--- src/rtl/mlfq_pkg.sv ---
// Shared types and constants for the three-level feedback queue scheduler.
// No dependencies.
package mlfq_pkg;

  localparam int NUM_LEVELS_DEF  = 3;
  localparam int LEVEL_DEPTH_DEF = 16;

  localparam int TASK_W  = 8;
  localparam int TIME_W  = 32;
  localparam int QUANT_W = 16;
  localparam int REM_W   = QUANT_W + 1;   // quantum of level 1 is twice the base
  localparam int STEP_W  = $clog2(TIME_W);

  localparam logic [QUANT_W-1:0] BASE_QUANTUM_RST = QUANT_W'(4);

  typedef enum logic [1:0] {
    FN_NEW      = 2'd0,
    FN_PREEMPT  = 2'd1,
    FN_DISPATCH = 2'd2,
    FN_QUERY    = 2'd3
  } func_t;

  typedef enum logic [2:0] {
    ST_IDLE,
    ST_EXEC,
    ST_DIV,
    ST_FIN,
    ST_DONE
  } state_t;

endpackage

--- src/rtl/mlfq_task_scheduler.sv ---
// Three-level feedback queue scheduler: level FIFOs, dispatch and activation query.
// Depends on mlfq_pkg.
//
//   channel   handshake              payload
//   request   req_valid/req_ready    func task_id cpu_free run_time current_time free_time
//   response  rsp_valid/rsp_ready    task_out task_valid activation_time activation_never
//                                    queue_overflow any_pending
//   config    APB psel/penable       paddr pwdata prdata pready (base_quantum at 0x0)
//
// Sequence: ST_IDLE, ST_EXEC, ST_DONE per request; an activation query on a quantum level
// also runs the 32-step remainder loop in ST_DIV through the shared subtractor, then ST_FIN.
// Reset: synchronous; clears heads, counts and running level, loads base_quantum with 4.
// The task store has no reset and no clearing pass.
// Stalls: a new request is taken while a response waits; its own response holds in
// ST_DONE until the response register is free.
module mlfq_task_scheduler
  import mlfq_pkg::*;
#(
  parameter int NUM_LEVELS  = NUM_LEVELS_DEF,
  parameter int LEVEL_DEPTH = LEVEL_DEPTH_DEF
) (
  input  logic              clk,
  input  logic              rst,
  input  logic              req_valid,
  output logic              req_ready,
  input  logic [1:0]        func,
  input  logic [TASK_W-1:0] task_id,
  input  logic              cpu_free,
  input  logic [TIME_W-1:0] run_time,
  input  logic [TIME_W-1:0] current_time,
  input  logic [TIME_W-1:0] free_time,
  output logic              rsp_valid,
  input  logic              rsp_ready,
  output logic [TASK_W-1:0] task_out,
  output logic              task_valid,
  output logic [TIME_W-1:0] activation_time,
  output logic              activation_never,
  output logic              queue_overflow,
  output logic              any_pending,
  input  logic              psel,
  input  logic              penable,
  input  logic              pwrite,
  input  logic [2:0]        paddr,
  input  logic [31:0]       pwdata,
  output logic [31:0]       prdata,
  output logic              pready
);

  localparam int STORE_DEPTH = NUM_LEVELS * LEVEL_DEPTH;
  localparam int ADDR_W      = $clog2(STORE_DEPTH);
  localparam int SLOT_W      = $clog2(LEVEL_DEPTH);
  localparam int SUM_W       = SLOT_W + 1;
  localparam int CNT_W       = $clog2(LEVEL_DEPTH + 1);
  localparam int LVL_W       = (NUM_LEVELS > 1) ? $clog2(NUM_LEVELS) : 1;

  // configuration
  logic [QUANT_W-1:0] base_quantum;
  logic [QUANT_W-1:0] bq_eff;

  // queue state
  logic [TASK_W-1:0] store [STORE_DEPTH];
  logic [TASK_W-1:0] rd_data;
  logic [SLOT_W-1:0] heads  [NUM_LEVELS];
  logic [CNT_W-1:0]  counts [NUM_LEVELS];
  logic [LVL_W-1:0]  running_level;

  // sequencer and captured request
  state_t             state, state_next;
  func_t              op;
  logic [TASK_W-1:0]  id;
  logic               cpu_idle;
  logic [TIME_W-1:0]  run_t;
  logic [TIME_W-1:0]  now_t;
  logic [TIME_W-1:0]  free_t;

  // remainder unit
  logic [REM_W-1:0]   q;
  logic [REM_W-1:0]   rem;
  logic [TIME_W-1:0]  div_shift;
  logic [STEP_W-1:0]  step;
  logic [REM_W:0]     trial;
  logic               trial_ge;

  // result staging
  logic               res_valid;
  logic [TIME_W-1:0]  res_time;
  logic               res_never;
  logic               res_ovf;

  // datapath decode
  logic [LVL_W:0]     run_inc;
  logic [LVL_W-1:0]   push_lvl;
  logic [LVL_W-1:0]   pop_lvl;
  logic               pop_found;
  logic [LVL_W-1:0]   sel_lvl;
  logic [SLOT_W-1:0]  sel_head;
  logic [CNT_W-1:0]   sel_count;
  logic               sel_full;
  logic [SUM_W-1:0]   tail_sum;
  logic [SLOT_W-1:0]  tail_slot;
  logic [ADDR_W-1:0]  level_base;
  logic               any_wait;
  logic               is_push;
  logic               fcfs_level;

  // sequencer outputs
  logic               exec_cycle;
  logic               mem_wr_en;
  logic               mem_rd_en;
  logic               query_div;
  logic               load_rsp;

  assign bq_eff = (base_quantum == '0) ? QUANT_W'(1) : base_quantum;

  // APB
  assign pready = 1'b1;
  assign prdata = paddr[2] ? '0 : {{(32 - QUANT_W){1'b0}}, base_quantum};

  always_ff @(posedge clk) begin
    if (rst) begin
      base_quantum <= BASE_QUANTUM_RST;
    end else if (psel && penable && pwrite && pready && !paddr[2]) begin
      base_quantum <= pwdata[QUANT_W-1:0];
    end
  end

  // level decode
  always_comb begin
    any_wait  = 1'b0;
    pop_found = 1'b0;
    pop_lvl   = '0;
    for (int i = NUM_LEVELS - 1; i >= 0; i--) begin
      if (counts[i] != '0) begin
        any_wait  = 1'b1;
        pop_found = 1'b1;
        pop_lvl   = LVL_W'(i);
      end
    end
  end

  assign run_inc    = {1'b0, running_level} + (LVL_W + 1)'(1);
  assign push_lvl   = (run_inc >= (LVL_W + 1)'(NUM_LEVELS - 1)) ? LVL_W'(NUM_LEVELS - 1)
                                                               : run_inc[LVL_W-1:0];
  assign is_push    = (op == FN_NEW) || (op == FN_PREEMPT);
  assign sel_lvl    = (op == FN_DISPATCH) ? pop_lvl :
                      (op == FN_PREEMPT)  ? push_lvl : '0;
  assign sel_head   = heads[sel_lvl];
  assign sel_count  = counts[sel_lvl];
  assign sel_full   = (sel_count == CNT_W'(LEVEL_DEPTH));
  assign tail_sum   = SUM_W'(sel_head) + SUM_W'(sel_count);
  assign tail_slot  = (tail_sum >= SUM_W'(LEVEL_DEPTH))
                      ? SLOT_W'(tail_sum - SUM_W'(LEVEL_DEPTH)) : tail_sum[SLOT_W-1:0];
  assign level_base = ADDR_W'(sel_lvl) * ADDR_W'(LEVEL_DEPTH);
  assign fcfs_level = ({1'b0, running_level} >= (LVL_W + 1)'(2));

  // shared subtractor of the remainder loop
  assign trial    = {rem, div_shift[TIME_W-1]};
  assign trial_ge = (trial >= {1'b0, q});

  // next state
  always_comb begin
    state_next = state;
    case (state)
      ST_IDLE: begin
        if (req_valid) state_next = ST_EXEC;
      end
      ST_EXEC: begin
        state_next = query_div ? ST_DIV : ST_DONE;
      end
      ST_DIV: begin
        if (step == STEP_W'(TIME_W - 1)) state_next = ST_FIN;
      end
      ST_FIN: begin
        state_next = ST_DONE;
      end
      ST_DONE: begin
        if (!rsp_valid || rsp_ready) state_next = ST_IDLE;
      end
      default: state_next = ST_IDLE;
    endcase
  end

  // sequencer outputs
  always_comb begin
    req_ready  = (state == ST_IDLE);
    exec_cycle = (state == ST_EXEC);
    mem_wr_en  = exec_cycle && is_push && !sel_full;
    mem_rd_en  = exec_cycle && (op == FN_DISPATCH) && pop_found;
    query_div  = (op == FN_QUERY) && any_wait && !cpu_idle && !fcfs_level;
    load_rsp   = (state == ST_DONE) && (!rsp_valid || rsp_ready);
  end

  always_ff @(posedge clk) begin
    if (rst) begin
      state <= ST_IDLE;
    end else begin
      state <= state_next;
    end
  end

  // task store
  always_ff @(posedge clk) begin
    if (mem_wr_en) begin
      store[level_base + ADDR_W'(tail_slot)] <= id;
    end
    if (mem_rd_en) begin
      rd_data <= store[level_base + ADDR_W'(sel_head)];
    end
  end

  // queue control state
  always_ff @(posedge clk) begin
    if (rst) begin
      for (int i = 0; i < NUM_LEVELS; i++) begin
        heads[i]  <= '0;
        counts[i] <= '0;
      end
      running_level <= '0;
    end else if (mem_wr_en) begin
      counts[sel_lvl] <= sel_count + CNT_W'(1);
    end else if (mem_rd_en) begin
      counts[sel_lvl] <= sel_count - CNT_W'(1);
      heads[sel_lvl]  <= (sel_head == SLOT_W'(LEVEL_DEPTH - 1)) ? '0
                                                                : sel_head + SLOT_W'(1);
      running_level   <= sel_lvl;
    end
  end

  // request capture, remainder loop and result staging
  always_ff @(posedge clk) begin
    case (state)
      ST_IDLE: begin
        if (req_valid) begin
          op       <= func_t'(func);
          id       <= task_id;
          cpu_idle <= cpu_free;
          run_t    <= run_time;
          now_t    <= current_time;
          free_t   <= free_time;
        end
      end
      ST_EXEC: begin
        res_valid <= mem_rd_en;
        res_ovf   <= is_push && sel_full;
        res_never <= (op == FN_QUERY) && !any_wait;
        if (op == FN_QUERY && any_wait && cpu_idle) begin
          res_time <= now_t;
        end else if (op == FN_QUERY && any_wait && fcfs_level) begin
          res_time <= free_t;
        end else begin
          res_time <= '0;
        end
        q         <= (running_level == '0) ? {1'b0, bq_eff} : {bq_eff, 1'b0};
        rem       <= '0;
        div_shift <= run_t;
        step      <= '0;
      end
      ST_DIV: begin
        rem       <= trial_ge ? REM_W'(trial - {1'b0, q}) : trial[REM_W-1:0];
        div_shift <= {div_shift[TIME_W-2:0], 1'b0};
        step      <= step + STEP_W'(1);
      end
      ST_FIN: begin
        res_time <= (rem == '0 && run_t != '0) ? now_t
                                               : now_t + TIME_W'(q - rem);
      end
      default: ;
    endcase
  end

  // response register
  always_ff @(posedge clk) begin
    if (rst) begin
      rsp_valid <= 1'b0;
    end else if (load_rsp) begin
      rsp_valid <= 1'b1;
    end else if (rsp_ready) begin
      rsp_valid <= 1'b0;
    end
  end

  always_ff @(posedge clk) begin
    if (load_rsp) begin
      task_out         <= res_valid ? rd_data : '0;
      task_valid       <= res_valid;
      activation_time  <= res_time;
      activation_never <= res_never;
      queue_overflow   <= res_ovf;
      any_pending      <= any_wait;
    end
  end

`ifndef NO_ASSERTIONS
  for (genvar g = 0; g < NUM_LEVELS; g++) begin : g_cnt_chk
    a_count_bound: assert property (@(posedge clk) disable iff (rst)
      counts[g] <= CNT_W'(LEVEL_DEPTH))
      else $error("level count above depth");
  end

  a_never_empty: assert property (@(posedge clk) disable iff (rst)
    rsp_valid && activation_never |-> !any_pending)
    else $error("no activation reported while tasks wait");

  a_dispatch_only: assert property (@(posedge clk) disable iff (rst)
    rsp_valid && task_valid |-> !activation_never && !queue_overflow && activation_time == '0)
    else $error("dispatch response carries query or overflow fields");

  a_div_exit: assert property (@(posedge clk) disable iff (rst)
    state == ST_DIV |=> state == ST_DIV || state == ST_FIN)
    else $error("remainder loop left early");

  a_one_at_a_time: assert property (@(posedge clk) disable iff (rst)
    req_valid && req_ready |=> !req_ready)
    else $error("second request taken while busy");
`endif

endmodule

--- config.mk ---
export PLATFORM = sky130hd
export DESIGN_NAME = mlfq_task_scheduler
export DESIGN_NICKNAME = d
export VERILOG_FILES = /design/src/rtl/mlfq_pkg.sv /design/src/rtl/mlfq_task_scheduler.sv
export SDC_FILE = /design/constraint.sdc
export NUM_CORES = 1
export LEC_CHECK = 0
export BUFFER_PORTS_ARGS = -buffer_cell sky130_fd_sc_hd__buf_4
export CAP_MARGIN = 20
export CORE_UTILIZATION = 35
export CTS_CLUSTER_DIAMETER = 80
export CTS_CLUSTER_SIZE = 8
export DETAILED_ROUTE_END_ITERATION = 6
export PLACE_DENSITY_LB_ADDON = 0.2
export SLEW_MARGIN = 20
export SYNTH_ARGS = -nofsm -noshare
export SYNTH_HDL_FRONTEND = slang
export SYNTH_SLANG_ARGS = --single-unit
--- constraint.sdc ---
create_clock -name clk -period 5.65 [get_ports clk]
set_input_delay 0.2825 -clock clk [delete_from_list [all_inputs] [get_ports clk]]
set_output_delay 0.2825 -clock clk [all_outputs]
set_load 0.05 [all_outputs]
======== Word-level counts from Yosys, hierarchy flattened ========
Memory sizes are Yosys's and may differ from the RTL's. A register that Yosys moved wholly into a read port is not among the register bits.
Cells that the tools add are included.
operators by class
  add/sub/neg operators ................... 12
  divide/modulo/power cells ............... 0
  bitwise logic cells ..................... 2
  mux-type cells .......................... 46
  equal/unequal tests ..................... 13
  magnitude comparators ................... 4
  shift-type cells ........................ 0
  multipliers ............................. 0
  reductions and logical operators ........ 41
operators with widths
  cell                 count
  $pmux 32 s2          2
  $mux 32              3
  $mux 16              3
  $pmux 17 s2          1
  $add 32x32->32       1
  $reduce_bool 32->1   1
  $ge 18x17->1         1
  $sub 17x17->18       1
  $logic_not 17->1     1
  $mux 1               17
  $mux 17              1
  $sub 17x17->17       1
  $logic_and 1x1->1    16
  $logic_not 16->1     1
  $mux 2               8
  $pmux 3 s5           1
  $reduce_bool 5->1    3
  $add 6x4->6          2
  $mux 3               4
  $mux 4               3
  $add 5x1->5 const B  2
  $eq 5x5->1 const B   2
  $mux 5               2
  $pmux 5 s2           1
  other kinds (26)     40
storage, ports and cells
  bits in latches ......................... 0
  word-level logic and storage cells ...... 147
  memories ................................ 3
  bits in read-only memories .............. 0
  register bits after elaboration ......... 279
  memory bits (writable) .................. 411
memory list
  name    depth  bits a word  read ports  clocked after Yosys merged registers in  wr ports  RTL line                   RTL
  store   48     8            1           1                                        1         mlfq_task_scheduler.sv:61  logic [TASK_W-1:0] store [STORE_DEPTH];
  counts  3      5            4           0                                        3         mlfq_task_scheduler.sv:64  logic [CNT_W-1:0] counts [NUM_LEVELS];
  heads   3      4            1           0                                        3         mlfq_task_scheduler.sv:63  logic [SLOT_W-1:0] heads [NUM_LEVELS];

======== Logic depth before layout (Yosys ltp) ========
An unclocked memory read counts as a cell.
  depth in word-level cells ............... 16
  gate-level depth with buffers ........... 23

======== Least setup slack after synthesis ========
No wires, ideal clock.
  path kind ............................... register -> register
  start point ............................. reg state[0]
  end point ............................... mem counts[0][4] (netlist bit) (data pin)
  required time ........................... 5.389 ns
  cell stages (with the launch flop) ...... 14
  buffers on the path ..................... 0
  slack ................................... 0.668 ns
  arrival ................................. 4.721 ns
  library setup time ...................... 0.261 ns
  path through ............................ dfxtp_1 -> nor2b_1 -> nand2b_1 -> inv_1 -> nand3b_1 -> nor2_1 -> inv_1 -> fa_1 -> inv_1 -> a21o_1 -> a21oi_1 -> xor2_1 -> xnor2_1 -> nor2_1
RTL lines
  element                   RTL line                    RTL
  start: declaration        mlfq_task_scheduler.sv:68   state_t state, state_next;
  start signal: assignment  mlfq_task_scheduler.sv:197  state <= state_next;
  end: declaration          mlfq_task_scheduler.sv:64

======== Worst setup path in the final report ========
  start point ............................. reg rem[0]
  end point ............................... reg res_time[28] (data pin)
on the way
  cells in the longest elaborated chain, start to end .. 4
  elaborated cells on any way between the ends .. 6
  those cells by class .................... add/sub: 2; mux: 2; reduce/logical: 2
ends and longest elaborated chain
  element                                                     RTL line                                                RTL
  start: declaration                                          mlfq_task_scheduler.sv:78                               logic [REM_W-1:0] rem;
  start signal: assignment                                    mlfq_task_scheduler.sv:259                              rem <= trial_ge ? REM_W'(trial - {1'b0, q}) : trial[REM_W-1:0];
  $sub 17x17->18 / $logic_not 17->1 (equally long branches)   mlfq_task_scheduler.sv:265, mlfq_task_scheduler.sv:264
  $add 32x32->32 / $logic_and 1x1->1 (equally long branches)  mlfq_task_scheduler.sv:265, mlfq_task_scheduler.sv:264
  $mux 32 (*)                                                 mlfq_task_scheduler.sv:264                              res_time <= (rem == '0 && run_t != '0) ? now_t
  $pmux 32 s2 (*)                                             mlfq_task_scheduler.sv:231                              case (state)
  end signal: assignment                                      mlfq_task_scheduler.sv:247                              res_time <= now_t;
  end signal: assignment                                      mlfq_task_scheduler.sv:249                              res_time <= free_t;
  end signal: assignment                                      mlfq_task_scheduler.sv:264
  end: declaration                                            mlfq_task_scheduler.sv:86                               logic [TIME_W-1:0] res_time;
Every way passes the cells marked *; elsewhere a longest branch is shown, timed or not.
A chain may end at the register's enable or synchronous reset.

==> run metrics <==
Buffers on Ports=192; Max rail drop VDD=0.249 mV; final wirelength=84,800 um; Final Hold Vio Count=0; Synth top cells by count=edfxtp_1, nand2_1, nor2_1, a21oi_1, nand3_1; Synth Flop Type=edfxtp_1; CTS root buf=clkbuf_16; Static Leak=0.0139 uW; Die W=298 um; Initial Util=0.353; hold_ws=285 ps; CTS tree=yes; TritonRoute pass-1 iters=7; top-count cell post-synth=edfxtp_1; io pins=228; H-tree Lvls=3; nature of the critical path endpoint=flop; row count=108; first-pass GRT wire length=128,000 um; routability cong.=0.900; crit path max fanout=4; Slew headroom=0.352; clock latency on the worst-skew pair=670 ps; CP cell instances=ha_1 -> fa_1 -> o21ai_0 -> a21oi_1 -> o21ai_1 -> and3_1 -> o2111ai_1 -> a31oi_2 -> a21o_1 -> a21oi_1 -> xnor2_1 -> ha_1 -> a211oi_1 -> o21bai_1 -> a2111oi_1 -> a21oi_1 -> a211oi_1 -> o21ai_1 -> a21o_1 -> a21oi_1 -> xor2_1 -> o21ai_0; critical path startpoint category=flop; die extent in y=298 um; total track usage=0.190; Critical Path Slowest Stage Cell=edfxtp_1; cell area after placement=33,900 sq um; Crit path required time=6030 ps; drt via density=5.19; EDFF count, synth=676; Util after Layout=0.436; CTS sink cnt=698; Die Area=88,500 sq um; ratio of cells with drive above 1 in the final layout=0.168; Setup CP Type=reg2reg; Synth Instances=2,333; R2R setup slack=390 ps; max-slew violations=0; TritonCTS buffer count=97; post-route ant nets=0; HP Start=penable; Final #Nets=2,991; Filler cells=7,781; Worst Setup SP=rem[0]; Mean Syn Cell Area=13.1 sq um; Final Cell Area=37,800 sq um; outcome=complete, no violations; DRC=0; Synth Register Bits=698; Reg clk slew, reported paths=50 ps; vias in the first global route=20,400; dpl hpwl=55,100 um; synthesized area=30,600 sq um; CP max stage delay=450 ps; via count=20,500; Avg WL per Cell=21.5 um; largest area contributor in the netlist=edfxtp_1; top post-synthesis cells by area=edfxtp_1, nand2_1, ha_1, mux4_2, a21oi_1; FFs w/ async S/R, synth=0; clk_skew=54.7 ps; post-synthesis sequential area ratio=0.679; Final setup viols=0; Core ar.=86,600 sq um; Tmin final=5260 ps; Initial DRC Count=1,814; initial antenna violation count=2; crit share post-route=0.930; Reg-to-Reg Start=rem[0]; max cap viols=0; CP arrival=5640 ps; Max Buffers Root-to-Sink=3; top achievable clock speed=190 MHz; cell mode on critical path=a21oi_1; Hold WC Path Type=in2reg; post-synth cell types=77; Worst-Margin Slew=972 ps; GR Overflow Total=0; largest net degree at the start of global routing=106; yosys warns=0; total power divided by cell area=335 nW/um^2; post-synth top area share=0.664; P&R area growth vs syn=23.7%
## per-layer routing
layer,routed length [um],track usage,part of all wire,vias to the layer above
li1,-,-,-,9520
met1,35500,0.246,0.42,10200
met2,42600,0.327,0.50,663
met3,4640,0.0306,0.055,131
met4,2060,0.0567,0.024,0
met5,0,0,0,-
## logic make-up after synthesis
logic type / count (synthesis) / synth area share
muxes: 61 / 0.0319
DFF: 698 / 0.679
adders and majority gates: 79 / 0.0336
xor gates and xnor gates: 66 / 0.0189
other: 2 / 0.000246
AOI/OAI and AO/OA: 396 / 0.0872
and+or+nand+nor: 850 / 0.123
buffers and inverters: 181 / 0.0266
## where the power goes
part	switching, uW	leakage (uW)	internal [uW]
Clock	2160	0.00129	3080
Combinational	932	0.00615	555
Sequential	69.5	0.00641	5850
Total	3160	0.0139	9490
## final timing paths
| check | to | depth (start not counted) |
|---|---|---|
| setup / recovery | res_time[28] | 22 |
| hold / removal | base_quantum[4] | 4 |
| setup reg to reg | res_time[28] | 22 |
| hold reg to reg | queue_overflow | 0 |
## worst max-delay path, delay by kind of cell, from the launching register on
kind,cells,cell delay [ps]
xor gates and xnor gates,2,290
adders and majority gates,3,880
DFF,1,450
and+or+nand+nor,1,210
AOI/OAI and AO/OA,16,3150
## sequential cells by signal, indices dropped and copies added, names as in the netlist, 32 cells and up
| name | cells |
|---|---|
| store | 384 |
| run_t | 32 |
| res_time | 32 |
| now_t | 32 |
| div_shift | 32 |
| activation_time | 32 |
| free_t | 32 |
## layout make-up
type / instances / area (sq um) / share of cell area
tap: 1155 / 1450 / 0.0382
multi-input combinational: 1469 / 9150 / 0.242
timing repair buffer: 423 / 3520 / 0.0930
clock buffer: 115 / 2490 / 0.0660
sequential: 698 / 20700 / 0.549
inverter: 74 / 283 / 0.00748
clock inverter: 9 / 174 / 0.00460
antenna: 1 / 2.50 / 0.0000662
## placed cells by master (no fill, tap or decap), types with 22 or more instances in the layout
cell type        n
clkbuf_16       97
nand2_1        450
dfxtp_1         22
dlygate4sd3_1  126
a21oi_1        111
a21o_1          24
nand4_1         22
o21ai_0         63
xor2_1          25
and3_1          34
mux2i_1         31
ha_1            74
nand3_1         76
edfxtp_1       676
xnor2_1         41
nor2b_1         31
inv_1           71
mux4_2          29
nor2_1         140
buf_4          295
a22oi_1         26
## per-stage QoR
| stage | setup TNS [ps] | power (uW) | setup slack [ps] | instances |
|---|---|---|---|---|
| 2_1_floorplan | 0 | 6920 | 668 | 2348 |
| 3_3_place_gp | 0 | 7400 | 151 | 3693 |
| 3_5_place_dp | 0 | 7420 | 122 | 3693 |
| 4_1_cts | 0 | 12800 | 104 | 3943 |
| 5_1_grt | -79.9 | 13100 | -41.0 | 3943 |
| 6_report | 0 | 12600 | 395 | 3944 |
## repair_timing
action | CTS | global route
gates resized for setup | 0 | 6
setup buffers | 0 | 0
endpoints found under the hold margin | 128 | 0
setup endpoints to repair | 0 | 7
hold buffers | 126 | 0
(Power assumes the default switching activity.)
